### src/mvr_pkg.sv
// Shared types and constants for the motion vector reconstruction block.
// No dependencies; used by every module under src.
`default_nettype none

package mvr_pkg;

  localparam int unsigned NumFcodeRegs  = 4;
  localparam int unsigned NumPredictors = 8;
  localparam int unsigned QueueDepthDef = 2;

  localparam int unsigned FcodeW   = 4;
  localparam int unsigned MagW     = 5;
  localparam int unsigned ResidW   = 8;
  localparam int unsigned VecW     = 13;
  localparam int unsigned PredW    = 14;
  localparam int unsigned IdxW     = 3;
  localparam int unsigned RangeW   = 4;   // f_code minus one, 0..8

  localparam logic [MagW-1:0]   MaxMotionCode = MagW'(16);
  localparam logic [FcodeW-1:0] FcodeMin      = FcodeW'(1);
  localparam logic [FcodeW-1:0] FcodeMax      = FcodeW'(9);

  // register indexes on the configuration port
  localparam logic [1:0] RegFwdHor = 2'd0;
  localparam logic [1:0] RegFwdVer = 2'd1;
  localparam logic [1:0] RegBwdHor = 2'd2;
  localparam logic [1:0] RegBwdVer = 2'd3;

  typedef logic [FcodeW-1:0] fcode_t [NumFcodeRegs];

  // decoded item handed from front to back
  typedef struct packed {
    logic                    clear;
    logic                    halve;
    logic                    copy;
    logic [IdxW-1:0]         idx;
    logic [RangeW-1:0]       range;
    logic signed [PredW-1:0] delta;
  } cmd_t;

  typedef struct packed {
    logic full;
    logic empty;
  } qstat_t;

endpackage

`default_nettype wire

### src/mvr_front.sv
// Front end: unpacks an input word and forms index, range and differential.
// Depends on mvr_pkg.
`default_nettype none

module mvr_front (
  input  wire logic                       direction_i,
  input  wire logic                       vector_slot_i,
  input  wire logic                       component_i,
  input  wire logic [mvr_pkg::MagW-1:0]   motion_code_magnitude_i,
  input  wire logic                       code_sign_i,
  input  wire logic [mvr_pkg::ResidW-1:0] code_residual_i,
  input  wire logic                       halve_vertical_i,
  input  wire logic                       copy_to_second_i,
  input  wire logic                       clear_predictors_i,
  input  wire mvr_pkg::fcode_t            fcode_i,
  output mvr_pkg::cmd_t                   cmd_o
);

  logic [mvr_pkg::FcodeW-1:0] fc_raw;
  logic [mvr_pkg::FcodeW-1:0] fc_eff;
  logic [mvr_pkg::RangeW-1:0] range;
  logic [mvr_pkg::MagW-1:0]   mag_c;
  logic [mvr_pkg::ResidW-1:0] res_mask;
  logic [mvr_pkg::ResidW-1:0] res;
  logic [mvr_pkg::VecW-1:0]   base;
  logic [mvr_pkg::VecW-1:0]   mag_abs;

  always_comb begin
    fc_raw = fcode_i[{direction_i, component_i}];
    if (fc_raw < mvr_pkg::FcodeMin) begin
      fc_eff = mvr_pkg::FcodeMin;
    end else if (fc_raw > mvr_pkg::FcodeMax) begin
      fc_eff = mvr_pkg::FcodeMax;
    end else begin
      fc_eff = fc_raw;
    end
    range = fc_eff - mvr_pkg::FcodeMin;

    mag_c = (motion_code_magnitude_i > mvr_pkg::MaxMotionCode) ?
            mvr_pkg::MaxMotionCode : motion_code_magnitude_i;

    res_mask = mvr_pkg::ResidW'((9'd1 << range) - 9'd1);
    res      = code_residual_i & res_mask;
    base     = mvr_pkg::VecW'(mag_c - 5'd1) << range;
    mag_abs  = base + mvr_pkg::VecW'(res) + mvr_pkg::VecW'(1);

    cmd_o.clear = clear_predictors_i;
    cmd_o.halve = halve_vertical_i & component_i;
    cmd_o.copy  = copy_to_second_i;
    cmd_o.idx   = {direction_i, vector_slot_i, component_i};
    cmd_o.range = range;
    if (mag_c == '0) begin
      cmd_o.delta = '0;
    end else if (code_sign_i) begin
      cmd_o.delta = -$signed({1'b0, mag_abs});
    end else begin
      cmd_o.delta = $signed({1'b0, mag_abs});
    end
  end

endmodule

`default_nettype wire

### src/mvr_queue.sv
// Short FIFO of decoded items between front end and back end.
// Depends on mvr_pkg for the item type.
`default_nettype none

module mvr_queue #(
  parameter int unsigned Depth = mvr_pkg::QueueDepthDef
) (
  input  wire logic     clk_i,
  input  wire logic     rst_ni,
  input  wire logic     push_i,
  input  wire mvr_pkg::cmd_t cmd_i,
  input  wire logic     pop_i,
  output mvr_pkg::cmd_t cmd_o,
  output mvr_pkg::qstat_t stat_o
);

  localparam int unsigned PtrW = (Depth > 1) ? $clog2(Depth) : 1;
  localparam int unsigned CntW = $clog2(Depth + 1);

  mvr_pkg::cmd_t  mem_q [Depth];
  logic [PtrW-1:0] wr_ptr_q, wr_ptr_d;
  logic [PtrW-1:0] rd_ptr_q, rd_ptr_d;
  logic [CntW-1:0] cnt_q, cnt_d;

  always_comb begin
    wr_ptr_d = wr_ptr_q;
    rd_ptr_d = rd_ptr_q;
    cnt_d    = cnt_q;
    if (push_i) begin
      wr_ptr_d = (wr_ptr_q == PtrW'(Depth - 1)) ? '0 : wr_ptr_q + PtrW'(1);
    end
    if (pop_i) begin
      rd_ptr_d = (rd_ptr_q == PtrW'(Depth - 1)) ? '0 : rd_ptr_q + PtrW'(1);
    end
    if (push_i && !pop_i) begin
      cnt_d = cnt_q + CntW'(1);
    end else if (pop_i && !push_i) begin
      cnt_d = cnt_q - CntW'(1);
    end
  end

  always_ff @(posedge clk_i or negedge rst_ni) begin
    if (!rst_ni) begin
      wr_ptr_q <= '0;
      rd_ptr_q <= '0;
      cnt_q    <= '0;
    end else begin
      wr_ptr_q <= wr_ptr_d;
      rd_ptr_q <= rd_ptr_d;
      cnt_q    <= cnt_d;
    end
  end

  always_ff @(posedge clk_i) begin
    if (push_i) begin
      mem_q[wr_ptr_q] <= cmd_i;
    end
  end

  assign cmd_o        = mem_q[rd_ptr_q];
  assign stat_o.full  = (cnt_q == CntW'(Depth));
  assign stat_o.empty = (cnt_q == '0);

endmodule

`default_nettype wire

### src/mvr_back.sv
// Back end: predictor store, add and wrap, result register.
// Depends on mvr_pkg.
`default_nettype none

module mvr_back (
  input  wire logic                            clk_i,
  input  wire logic                            rst_ni,
  input  wire mvr_pkg::cmd_t                   cmd_i,
  input  wire mvr_pkg::qstat_t                 qstat_i,
  output logic                                 pop_o,
  output logic                                 out_valid_o,
  input  wire logic                            out_ready_i,
  output logic signed [mvr_pkg::VecW-1:0]      vector_value_o,
  output logic signed [mvr_pkg::PredW-1:0]     predictor_value_o
);

  localparam int unsigned SumW = mvr_pkg::PredW + 1;
  localparam int unsigned ShW  = mvr_pkg::RangeW;

  logic signed [mvr_pkg::PredW-1:0] pred_q [mvr_pkg::NumPredictors];
  logic signed [mvr_pkg::PredW-1:0] pred_d [mvr_pkg::NumPredictors];
  logic                              out_valid_q;
  logic signed [mvr_pkg::VecW-1:0]  vec_q;
  logic signed [mvr_pkg::PredW-1:0] pv_q;

  logic signed [mvr_pkg::PredW-1:0] pred_rd;
  logic signed [mvr_pkg::PredW-1:0] pred_use;
  logic signed [SumW-1:0]           sum;
  logic signed [mvr_pkg::VecW-1:0]  sum_lo;
  logic signed [mvr_pkg::VecW-1:0]  sum_shl;
  logic [ShW-1:0]                   sh;
  logic signed [mvr_pkg::VecW-1:0]  vec;
  logic signed [mvr_pkg::PredW-1:0] stored;
  logic [mvr_pkg::IdxW-1:0]         copy_idx;

  assign pop_o = !qstat_i.empty && (!out_valid_q || out_ready_i);

  always_comb begin
    pred_rd  = pred_q[cmd_i.idx];
    pred_use = cmd_i.halve ? (pred_rd >>> 1) : pred_rd;
    sum      = SumW'(pred_use) + SumW'(cmd_i.delta);
    // keep the low 5+range bits and sign-extend from the top one
    sh       = ShW'(8) - cmd_i.range;
    sum_lo   = sum[mvr_pkg::VecW-1:0];
    sum_shl  = sum_lo <<< sh;
    vec      = sum_shl >>> sh;
    stored   = cmd_i.halve ? {vec, 1'b0} : mvr_pkg::PredW'(vec);
    copy_idx = {cmd_i.idx[2], 1'b1, cmd_i.idx[0]};

    pred_d = pred_q;
    if (cmd_i.clear) begin
      for (int i = 0; i < mvr_pkg::NumPredictors; i++) begin
        pred_d[i] = '0;
      end
    end else begin
      pred_d[cmd_i.idx] = stored;
      if (cmd_i.copy) begin
        pred_d[copy_idx] = stored;
      end
    end
  end

  always_ff @(posedge clk_i or negedge rst_ni) begin
    if (!rst_ni) begin
      for (int i = 0; i < mvr_pkg::NumPredictors; i++) begin
        pred_q[i] <= '0;
      end
      out_valid_q <= 1'b0;
    end else begin
      if (pop_o) begin
        pred_q <= pred_d;
      end
      if (pop_o) begin
        out_valid_q <= 1'b1;
      end else if (out_ready_i) begin
        out_valid_q <= 1'b0;
      end
    end
  end

  always_ff @(posedge clk_i) begin
    if (pop_o) begin
      vec_q <= cmd_i.clear ? '0 : vec;
      pv_q  <= cmd_i.clear ? '0 : stored;
    end
  end

  assign out_valid_o       = out_valid_q;
  assign vector_value_o    = vec_q;
  assign predictor_value_o = pv_q;

endmodule

`default_nettype wire

### src/motion_vector_reconstruct.sv
// Top level of the motion vector reconstruction block: f_code registers,
// front end, queue and back end. Depends on mvr_pkg, mvr_front, mvr_queue, mvr_back.
//
//  port group   dir   word layout (lsb first)
//  s_t*         in    tdata: direction, vector_slot, component, magnitude[5],
//                     sign, residual[8], halve_vertical, copy_to_second; tuser: clear
//  m_t*         out   tdata: vector_value[13], predictor_value[14]
//  p* (APB)     in    f_code registers at 0x0, 0x4, 0x8, 0xC
//
// One word per cycle sustained while m_t* does not stall. An accepted word enters
// the queue, is popped through the predictor read-modify-write into the result
// register, and can then leave on m_t*.
// Reset clears predictors and sets all f_codes to 1.
// Output stalls fill the queue, after which s_tready_o drops.
`default_nettype none

module motion_vector_reconstruct #(
  parameter int unsigned QueueDepth = mvr_pkg::QueueDepthDef
) (
  input  wire logic        clk_i,
  input  wire logic        rst_ni,
  input  wire logic        s_tvalid_i,
  output logic             s_tready_o,
  // [0] direction [1] vector_slot [2] component [7:3] motion_code_magnitude
  // [8] code_sign [16:9] code_residual [17] halve_vertical [18] copy_to_second
  input  wire logic [23:0] s_tdata_i,
  // [0] clear_predictors
  input  wire logic        s_tuser_i,
  output logic             m_tvalid_o,
  input  wire logic        m_tready_i,
  // [12:0] vector_value [26:13] predictor_value
  output logic [31:0]      m_tdata_o,
  input  wire logic        psel,
  input  wire logic        penable,
  input  wire logic        pwrite,
  input  wire logic [3:0]  paddr,
  input  wire logic [31:0] pwdata,
  output logic [31:0]      prdata,
  output logic             pready
);

  mvr_pkg::fcode_t  fcode_q;
  mvr_pkg::cmd_t    front_cmd;
  mvr_pkg::cmd_t    q_cmd;
  mvr_pkg::qstat_t  q_stat;
  logic             push;
  logic             pop;
  logic             cfg_we;
  logic [1:0]       cfg_idx;
  logic signed [mvr_pkg::VecW-1:0]  vec_out;
  logic signed [mvr_pkg::PredW-1:0] pv_out;

  assign pready  = 1'b1;
  assign cfg_we  = psel && penable && pwrite && pready;
  assign cfg_idx = paddr[3:2];
  assign prdata  = 32'(fcode_q[cfg_idx]);

  always_ff @(posedge clk_i or negedge rst_ni) begin
    if (!rst_ni) begin
      fcode_q[mvr_pkg::RegFwdHor] <= mvr_pkg::FcodeMin;
      fcode_q[mvr_pkg::RegFwdVer] <= mvr_pkg::FcodeMin;
      fcode_q[mvr_pkg::RegBwdHor] <= mvr_pkg::FcodeMin;
      fcode_q[mvr_pkg::RegBwdVer] <= mvr_pkg::FcodeMin;
    end else if (cfg_we) begin
      fcode_q[cfg_idx] <= pwdata[mvr_pkg::FcodeW-1:0];
    end
  end

  assign s_tready_o = !q_stat.full;
  assign push       = s_tvalid_i && s_tready_o;

  mvr_front u_front (
    .direction_i             (s_tdata_i[0]),
    .vector_slot_i           (s_tdata_i[1]),
    .component_i             (s_tdata_i[2]),
    .motion_code_magnitude_i (s_tdata_i[7:3]),
    .code_sign_i             (s_tdata_i[8]),
    .code_residual_i         (s_tdata_i[16:9]),
    .halve_vertical_i        (s_tdata_i[17]),
    .copy_to_second_i        (s_tdata_i[18]),
    .clear_predictors_i      (s_tuser_i),
    .fcode_i                 (fcode_q),
    .cmd_o                   (front_cmd)
  );

  mvr_queue #(
    .Depth (QueueDepth)
  ) u_queue (
    .clk_i  (clk_i),
    .rst_ni (rst_ni),
    .push_i (push),
    .cmd_i  (front_cmd),
    .pop_i  (pop),
    .cmd_o  (q_cmd),
    .stat_o (q_stat)
  );

  mvr_back u_back (
    .clk_i             (clk_i),
    .rst_ni            (rst_ni),
    .cmd_i             (q_cmd),
    .qstat_i           (q_stat),
    .pop_o             (pop),
    .out_valid_o       (m_tvalid_o),
    .out_ready_i       (m_tready_i),
    .vector_value_o    (vec_out),
    .predictor_value_o (pv_out)
  );

  assign m_tdata_o = {5'd0, pv_out, vec_out};

`ifndef SYNTHESIS
  // never pop an empty queue
  a_no_empty_pop: assert property (@(posedge clk_i) disable iff (!rst_ni)
    q_stat.empty |-> !pop)
    else $error("pop from empty queue");

  // a taken word with nothing behind it leaves the output empty
  a_drain: assert property (@(posedge clk_i) disable iff (!rst_ni)
    (m_tvalid_o && m_tready_i && !pop) |=> !m_tvalid_o)
    else $error("result word repeated");

  // stored predictor is the vector or twice the vector
  a_pred_vec: assert property (@(posedge clk_i) disable iff (!rst_ni)
    m_tvalid_o |-> (pv_out == mvr_pkg::PredW'(vec_out)) || (pv_out == {vec_out, 1'b0}))
    else $error("predictor and vector disagree");
`endif

endmodule

`default_nettype wire
### config.mk
export PLATFORM = sky130hd
export DESIGN_NAME = motion_vector_reconstruct
export DESIGN_NICKNAME = d
export VERILOG_FILES = /design/src/mvr_pkg.sv /design/src/mvr_front.sv /design/src/mvr_queue.sv /design/src/mvr_back.sv /design/src/motion_vector_reconstruct.sv
export SDC_FILE = /design/constraint.sdc
export NUM_CORES = 1
export LEC_CHECK = 0
export CORE_MARGIN = 2
export CORE_UTILIZATION = 25
export DETAILED_ROUTE_END_ITERATION = 10
export DONT_BUFFER_PORTS = 1
export PLACE_DENSITY = 0.37
export SLEW_MARGIN = 10
export SYNTH_ARGS = -nofsm -noshare
export SYNTH_HDL_FRONTEND = slang
export SYNTH_SLANG_ARGS = --single-unit
### constraint.sdc
create_clock -name clk_i -period 8.4 [get_ports clk_i]
set_clock_uncertainty 0.05 [all_clocks]
set_input_delay 0.42 -clock clk_i [delete_from_list [all_inputs] [get_ports clk_i]]
set_output_delay 0.42 -clock clk_i [all_outputs]
set_load 0.02 [all_outputs]
* Word-level counts from Yosys, hierarchy flattened
Memories as Yosys holds them, arrays and structs flattened.
Index checks and enable logic that the tools add are counted.
** Word-level totals
- Register bits after elaboration :: 160
- RAM bits :: 48
- Bits of input ports :: 68
- Output and inout port bits :: 67
- Logic and storage cells :: 106
- Memories kept :: 1
** Memory list
- u_queue.mem_q :: words 2, bits a word 24, read ports 1, clocked after memory_dff 0, write ports 1, RTL line mvr_queue.sv:20 : mvr_pkg::cmd_t mem_q [Depth];
** Cells by class
- $add $sub $neg :: 12
- Magnitude comparators :: 10
- Equal/unequal tests :: 1
- Shifts and indexed selects :: 4
- Multiplexer cells :: 35
- Bitwise operators :: 6
- Reductions and logical operators :: 19
** Operator list (count)
- $bwmux 112 :: 2
- $mux 112 :: 2
- $demux 14 s3 :: 2
- $mux 14 :: 6
- $bmux 14 s3 :: 1
- $mux 4 :: 7
- $mux 13 :: 2
- $bmux 4 s2 :: 2
- $bwmux 16 :: 1
- $neg 13->14 :: 1
- $add 13x1->13 const B :: 1
- $add 13x13->13 :: 1
- $add 13x8->13 :: 1
- $shl 13x4->13 :: 1
- $sshl 13x4->13 :: 1
- $sshr 13x4->13 :: 1
- $lt 4x1->1 const B :: 3
- $logic_and 1x1->1 :: 9
- $and 8x8->8 :: 1
- $demux 4 s2 :: 1
- $ge 4x4->1 const B :: 2
- $not 3->4 :: 2
- $shl 1x4->8 const A :: 1
- $sub 8x1->8 const B :: 1
- other kinds (21) :: 35

* Depth between registers and ports, before layout
Gate-level depths: netlist of the first run.
- Depth in word-level cells :: 16
- Depth in mapped cells :: 26
- Mapped depth without buffers :: 25

* By module
Synthesis of the first run repeated with hierarchy kept, for this count alone.
** Second synthesis, totals
- Cell total of the unflattened synthesis :: 1363
- Area total of the unflattened synthesis :: 13611.8 um^2
** Modules (own cells, without submodules)
- mvr_back :: times used 1, cells each 942, area an instance 8777.2 um^2, sequential area each 3608.5 um^2
- mvr_queue :: times used 1, cells each 91, area an instance 2020.7 um^2, sequential area each 1541.5 um^2
- mvr_front :: times used 1, cells each 247, area an instance 1747.9 um^2, sequential area each 0.0 um^2
- motion_vector_reconstruct :: times used 1, cells each 83, area an instance 1066.0 um^2, sequential area each 405.4 um^2

* Worst setup path before layout of the first run
No wires, ideal clock.
- Path kind :: input to register
- Start :: input s_tdata_i[2]
- End :: memory u_queue.mem_q[0][11] (netlist bit) (data pin)
- Setup time :: 270 ps
- Arrival :: 5685 ps
- Required time :: 8080 ps
- Path slack :: 2395 ps
- Stages on the path :: 24
- Buffers on the path :: 0
- Path through :: mux4_2 > or2_4 > a21oi_4 > inv_1 > ha_1 > xnor2_1 > inv_2 > nor2_1 > nand2_1 > ha_1 > nand2b_1 > inv_1 > ha_1 > nor2b_1 > o211ai_1 > nand3_1 > a211oi_1 > nor2_1 > or3_1 > or2_2 > or4_4 > o21ai_2 > xnor2_1 > nor2_1
** RTL lines
- start, declared :: RTL line motion_vector_reconstruct.sv:26 : input wire logic [23:0] s_tdata_i,
- end, declared :: RTL line mvr_queue.sv:20

* Worst setup path after layout of the first run
- Start :: register u_queue.rd_ptr_q
- End :: register u_back.pred_q[34] (netlist bit)
** On the way
- Longest elaborated chain between the ends :: 14
- Elaborated cells between the ends (all ways) :: 26
- Those cells by class :: add/sub (2); order compare (4); shift (2); mux (13); bitwise (2); reduce/logical (2); memory (1)
** Ends and longest elaborated chain
- start, declared :: RTL line mvr_queue.sv:22 : logic [PtrW-1:0] rd_ptr_q, rd_ptr_d;
- start signal, assigned :: RTL line mvr_queue.sv:49 : rd_ptr_q <= rd_ptr_d;
- $mem_v2 2x24 *
- $not 3->4 (not written as such) :: RTL line mvr_back.sv:39, mvr_back.sv:56
- $bmux 14 s3 :: RTL line mvr_back.sv:39 : pred_rd = pred_q[cmd_i.idx];
- $mux 14 (not written as such) (2 in a row) :: RTL line mvr_back.sv:39
- $mux 13 :: RTL line mvr_back.sv:40 : pred_use = cmd_i.halve ? (pred_rd >>> 1) : pred_rd;
- $add 13x13->13 :: RTL line mvr_back.sv:41 : sum = SumW'(pred_use) + SumW'(cmd_i.delta);
- $sshl 13x4->13 :: RTL line mvr_back.sv:45 : sum_shl = sum_lo <<< sh;
- $sshr 13x4->13 :: RTL line mvr_back.sv:46 : vec = sum_shl >>> sh;
- $mux 13 :: RTL line mvr_back.sv:47 : stored = cmd_i.halve ? {vec, 1'b0} : mvr_pkg::PredW'(vec);
- $bwmux 112 :: RTL line mvr_back.sv:56 : pred_d[cmd_i.idx] = stored;
- $bwmux 112 :: RTL line mvr_back.sv:58 : pred_d[copy_idx] = stored;
- $mux 112 :: RTL line mvr_back.sv:57 : if (cmd_i.copy) begin
- $mux 112 * :: RTL line mvr_back.sv:51 : if (cmd_i.clear) begin
- end signal, assigned :: RTL line mvr_back.sv:71 : pred_q <= pred_d;
- end, declared :: RTL line mvr_back.sv:20 : logic signed [mvr_pkg::PredW-1:0] pred_q [mvr_pkg::NumPredictors];
Mark *: on every way between the ends. The rest lies on a longest branch, timed or not. The select of a mux whose other input is x is not followed.
A chain may end at the register's enable or synchronous reset.

==> results.yml, run 1 <==
outcome:
  status: "finished, final reports clean"
floorplan:
  pin_count: 135
  core-area_um2: 50200
  die_h_um: 229
  row_count: 82
  die-area_um2: 52600
  initial_core_util: 0.253
  die_w_um: 229
synth:
  synth_area_um2: 12700
  yosysTopAreaCell: "dfrtp_1"
  syn_inst: 1274
  synth_seq_cells: 205
  async_reset_ff_frac: 0.649
  synth_edf_count: 72
  yosysWarnings: 0
  synth_area_leaders: "dfrtp_1 (25%), edfxtp_1 (17%), a22o_1 (5.1%)"
  syn_area_per_cell_um2: 9.97
  synth_seq_area_share: 0.433
  ys_types: 88
  yosys.area.top_type_share: 0.254
  synthFlopType: "dfrtp_1"
placement:
  placed_cell_area_um2: 13400
  dp_hpwl_um: 29100
  routabilityCongestion: 0.813
  preCtsSetupSlack_ns: 1.10
  dp.cells: 1904
  portBuffers: 0
clock_network:
  cts_tree: "yes"
  cts_resized: 0
  cts_root_buf: "clkbuf_16"
  htreeDepth: 1
  cts.sinks: 205
  cts_made_buffers: 26
  clkTransAtPathRegs_ns: 0.05
  cts_buffer_depth: 3
  clock_latency_ns: 0.54
critical_path:
  path_max_fanout: 26
  crit_required_ns: 8.81
  cp.arrival_ns: 7.76
  start_kind: "flop"
  critPathKind: "reg -> reg"
  worst_setup_path_end_kind: "flop"
global_routing:
  grt_antenna_before_repair: 1
  grt_pass1_wl_um: 64200
  grt_max_degree: 134
  gr-usage-met3: 0.0266
  grt.total_usage: 0.158
  gr-total-overflow: 0
  use_met2: 0.242
  met1_usage: 0.232
  grt_pass1_vias: 9962
  busiest_layer: "met2"
cells_and_area:
  multi_input_area_um2: 6740
  nNetsFinal: 1372
  mostFrequentLayoutCell: "nand2_1"
  fillers: 5256
  finalInstanceArea_um2: 14400
  seqCellArea_um2: 5500
  areaGrowthSynthToFinish_pct: 13.1
  drive_gt1_frac: 0.137
  layout_common_cells: "nand2_1 (139), dfrtp_1 (129), nor2_1 (106)"
  diodes: 0
  instances_no_fill: 1960
timing:
  slew_viol_final: 0
  rsz0062_at_grt: "no"
  worst_slew_pin_slew_ns: 1.29
  clock.fmax_mhz: 136
  tns_ns: 0
  finalSetupViolations: 0
  timing.final.ws_setup_ns: 1.05
  period_minus_slack_ns: 7.35
  period_share: 0.875
  max-slew-margin-rel: 0.136
  final-hold-violation-count: 0
worst_hold_path:
  worstHoldPathType: "in -> reg"
job:
  cap_violations: 0
routing:
  wl_um: 42200
  ant_nets: 0
  drc: 0
  wl_per_cell_um: 21.5
  firstDrtPassIters: 5
  dr.first_iter.drc_count: 698
  vias: 10000
  vias_per_cell: 5.11
-- registers in the layout, summed over array words and instances, names as in the netlist --
name                      cells
u_back.predictor_value_o     14
fcode_q                      16
u_back.pred_q               112
u_queue.mem_q                46
u_queue.rd_ptr_q              1
u_queue.cnt_q                 2
u_back.vector_value_o        12
u_queue.wr_ptr_q              1
u_back.out_valid_o            1
-- cells by family after synthesis --
family,Yosys count,synth area share
buffers and inverters,135,0.0521
other,2,0.000591
flip-flops,205,0.433
AND/OR/NAND/NOR,400,0.145
adder cells (fa/ha/maj),32,0.0327
multiplexers,91,0.0981
AO/OA/AOI/OAI,371,0.212
XOR/XNOR,38,0.0268
-- metrics by stage --
step	hold slack, ns	utilization
after global routing	0.0699	0.286
after CTS	0.0369	0.286
final	0.0593	0.286
after detailed placement	0.0913	0.267
after floorplan	0.0744	-
after global placement	0.0913	0.267
-- what timing repair did --
action	4_1_cts	5_1_grt
buffers inserted	0	0
endpoints found under the hold margin	160	0
hold buffers	12	0
-- metal layers --
metal | vias up | part of all wire
met1 | 5004 | 0.49
met4 | 0 | 0.017
li1 | 4726 | -
met5 | - | 0
met3 | 36 | 0.050
met2 | 258 | 0.44
-- worst max-delay path, stage by stage, from the launching register on --
cell and delay (ns):
dfrtp_1 0.60, buf_4 0.43, mux2i_2 0.26, buf_4 0.34
nand2_1 0.37, o22ai_1 0.24, a21oi_1 0.13, o21ai_0 0.15
nor2_1 0.06, or2_2 0.35, ha_1 0.29, a21o_1 0.19
a21oi_1 0.42, mux2_2 0.40, a211oi_2 0.39, a21oi_1 0.23
a211oi_2 0.45, nand2_1 0.29, nand2_1 0.49, a22oi_1 0.24
a31oi_2 0.64, a22o_1 0.26
-- cell type report --
class	instances	area share
clock buffers	35	0.0498
clock inverters	9	0.00662
inverters	31	0.00810
multi-input cells	966	0.469
flip-flops and latches	205	0.382
well taps	672	0.0585
repair buffers	42	0.0253
-- Yosys cell counts (6+ instances only) --
master and n:
o21a_1 6, o211ai_1 13, a21oi_1 44, nor3_1 41, a31oi_1 21, o21ai_0 84, ha_1 30, nand2_1 139
clkbuf_1 44, mux4_2 18, or2_2 7, a22o_1 74, buf_2 10, o31ai_1 6, a32o_1 9, o22ai_1 10
buf_1 13, mux2_2 42, nand3_1 36, o221ai_1 9, inv_1 29, buf_4 36, mux2i_1 27, a21o_1 6
a311oi_1 9, dfrtp_1 129, nor2b_1 10, xor2_1 20, nand2b_1 10, nor2_1 107, xnor2_1 17, a211oi_1 16
nand4_1 8, and2_1 14, edfxtp_1 72
-- path summary, 6_finish.rpt --
| path | end | slack [ns] | depth (start not counted) | start |
|---|---|---|---|---|
| min in group asynchronous | u_back.out_valid_o | 0.46 | 2 | rst_ni |
| max in group asynchronous | u_back.pred_q[11] | 7.24 | 2 | rst_ni |
| max | u_back.pred_q[34] | 1.05 | 21 | u_queue.rd_ptr_q |
| max reg2reg | u_back.pred_q[34] | 1.05 | 21 | u_queue.rd_ptr_q |
| min reg2reg | u_back.pred_q[109] | 0.43 | 2 | u_back.pred_q[109] |
| min | u_queue.wr_ptr_q | 0.06 | 2 | s_tvalid_i |
Power of run 1 is not shown: default switching activity piles up to over one toggle a cycle in this logic, so the estimate is an artifact.
==> run 2, diff against run 1 <==
==> constraint.sdc (replaced) <==
create_clock -name clk_i -period 8.4 [get_ports clk_i]
set_clock_uncertainty 0.05 [all_clocks]
set_input_delay 0.84 -clock clk_i [delete_from_list [all_inputs] [get_ports clk_i]]
set_output_delay 0.84 -clock clk_i [all_outputs]
set_load 0.02 [all_outputs]
==> run 2 against run 1 <==
Effect of this change: non-clock buffer count down 9; via count down 0.25%; die area unchanged; sequential share of layout area up 0.36 points; critical path depth down 4; setup slack better by 0.16 ns; clock-buffer cell count up 1; first-iteration DRC count up 1.9%.
==> results.yml, run 2 (same netlist as run 1, synthesis figures left out) <==
outcome:
  status: "finished, final reports clean"
cells_and_area:
  largest_register_ffs: 112
  top_register: "u_back.pred_q"
  top_regs: "u_back.pred_q (112), u_queue.mem_q (46), fcode_q (16)"
  areaGrowthSynthToFinish_pct: 12.0
  seqCellArea_um2: 5500
  multi_input_area_um2: 6740
  drive_gt1_frac: 0.137
  diodes: 0
  nNetsFinal: 1363
  post-route-util: 0.284
  layout_common_cells: "nand2_1 (139), dfrtp_1 (129), nor2_1 (106)"
  mostFrequentLayoutCell: "nand2_1"
  fillers: 5312
worst_hold_path:
  worstHoldPathType: "in -> async"
timing:
  slew_viol_final: 0
  final-hold-violation-count: 0
  finalSetupViolations: 0
  max-slew-margin-rel: 0.179
  worst_slew_pin_slew_ns: 1.23
  rsz0062_at_grt: "no"
  clock.fmax_mhz: 139
  period_share: 0.856
  tns_ns: 0
  period_minus_slack_ns: 7.19
floorplan:
  pin_count: 135
  row_count: 82
  die_w_um: 229
  die_h_um: 229
  core-area_um2: 50200
  initial_core_util: 0.253
  die-area_um2: 52600
routing:
  vias: 9999
  wl_per_cell_um: 21.3
  ant_nets: 0
  dr.first_iter.drc_count: 711
  wl_um: 41700
  drc: 0
  firstDrtPassIters: 4
  vias_per_cell: 5.12
clock_network:
  cts.sinks: 205
  clock_latency_ns: 0.55
  cts_setup_buffers: 0
  cts_root_buf: "clkbuf_16"
  cts_tree: "yes"
  clkTransAtPathRegs_ns: 0.05
  cts_buffer_depth: 3
  cts_resized: 0
  htreeDepth: 1
  cts_made_buffers: 26
placement:
  dp_hpwl_um: 29200
  routabilityCongestion: 0.798
  portBuffers: 0
job:
  cap_violations: 0
critical_path:
  r2r_slack_ns: 1.21
  critPathKind: "reg -> reg"
  start_kind: "flop"
  cp.arrival_ns: 7.54
  worst_setup_path_end_kind: "flop"
  path_max_fanout: 14
  crit_required_ns: 8.75
global_routing:
  grt.total_usage: 0.156
  grt_pass1_vias: 9964
  grt_pass1_wl_um: 63800
  grt_max_degree: 130
  grt_antenna_before_repair: 0
  use_met2: 0.250
  met1_usage: 0.223
  busiest_layer: "met2"
  gr-total-overflow: 0
  gr-usage-met3: 0.0263
[run 2: cell count changes in the layout (fill, tap and decap cells not counted)]
cell / delta
buf_4: +1
dlygate4sd3_1: -11
buf_12: +1
clkbuf_8: -1
clkinv_1: +4
bufinv_16: -2
clkbuf_1: +2
[run 2: layer usage]
metal,vias up,part of all wire
met5,-,0
met4,0,0.017
met3,47,0.050
met2,262,0.45
met1,4991,0.48
li1,4699,-
[run 2: layout make-up]
cell class                 instances  share of cell area
clock inverter                    11             0.00352
sequential                       205               0.386
tap                              672              0.0591
inverter                          31             0.00818
multi-input combinational        966               0.474
timing repair buffer              33              0.0197
clock buffer                      36              0.0498
[run 2: repair_timing]
item,CTS,global route
endpoints found under the hold margin,129,0
endpoints found under the setup margin,0,0
hold buffers,1,0
[run 2: metrics by stage]
step	instance area, um^2	setup slack [ns]	std cells	hold slack [ns]
final	14200	1.21	1954	0.107
after global routing	14200	0.809	1954	0.0779
after CTS	14200	1.23	1954	0.0829
after detailed placement	13400	0.969	1906	0.418
after global placement	13400	0.942	1906	0.406
after floorplan	12800	1.97	1306	0.395
[run 2: worst paths after layout]
check / startpoint / endpoint / depth (start not counted)
min in group clk_i: m_tready_i / u_back.out_valid_o / 1
max in group asynchronous: rst_ni / u_queue.rd_ptr_q / 1
setup / recovery: u_queue.rd_ptr_q / u_back.predictor_value_o[6] / 17
hold reg to reg: u_back.pred_q[109] / u_back.pred_q[109] / 2
hold / removal: rst_ni / fcode_q[0] / 0
setup reg to reg: u_queue.rd_ptr_q / u_back.predictor_value_o[6] / 17
[run 2: critical path, stage by stage, from the launching register on]
cell       delay, ns
dfrtp_1         0.65
mux2_2          0.55
nand2_1         0.39
nor2_1          0.18
a31oi_1         0.07
o221ai_1        0.43
o21ai_0         0.28
ha_1            0.62
nand4_1         0.22
and2_1          0.23
a211oi_1        0.70
a2111oi_0       0.27
a211oi_2        0.48
nand2_1         0.28
nand2_1         0.50
a22oi_1         0.24
a31oi_2         0.67
and2_1          0.22
Power of run 2 is left out for the same reason.
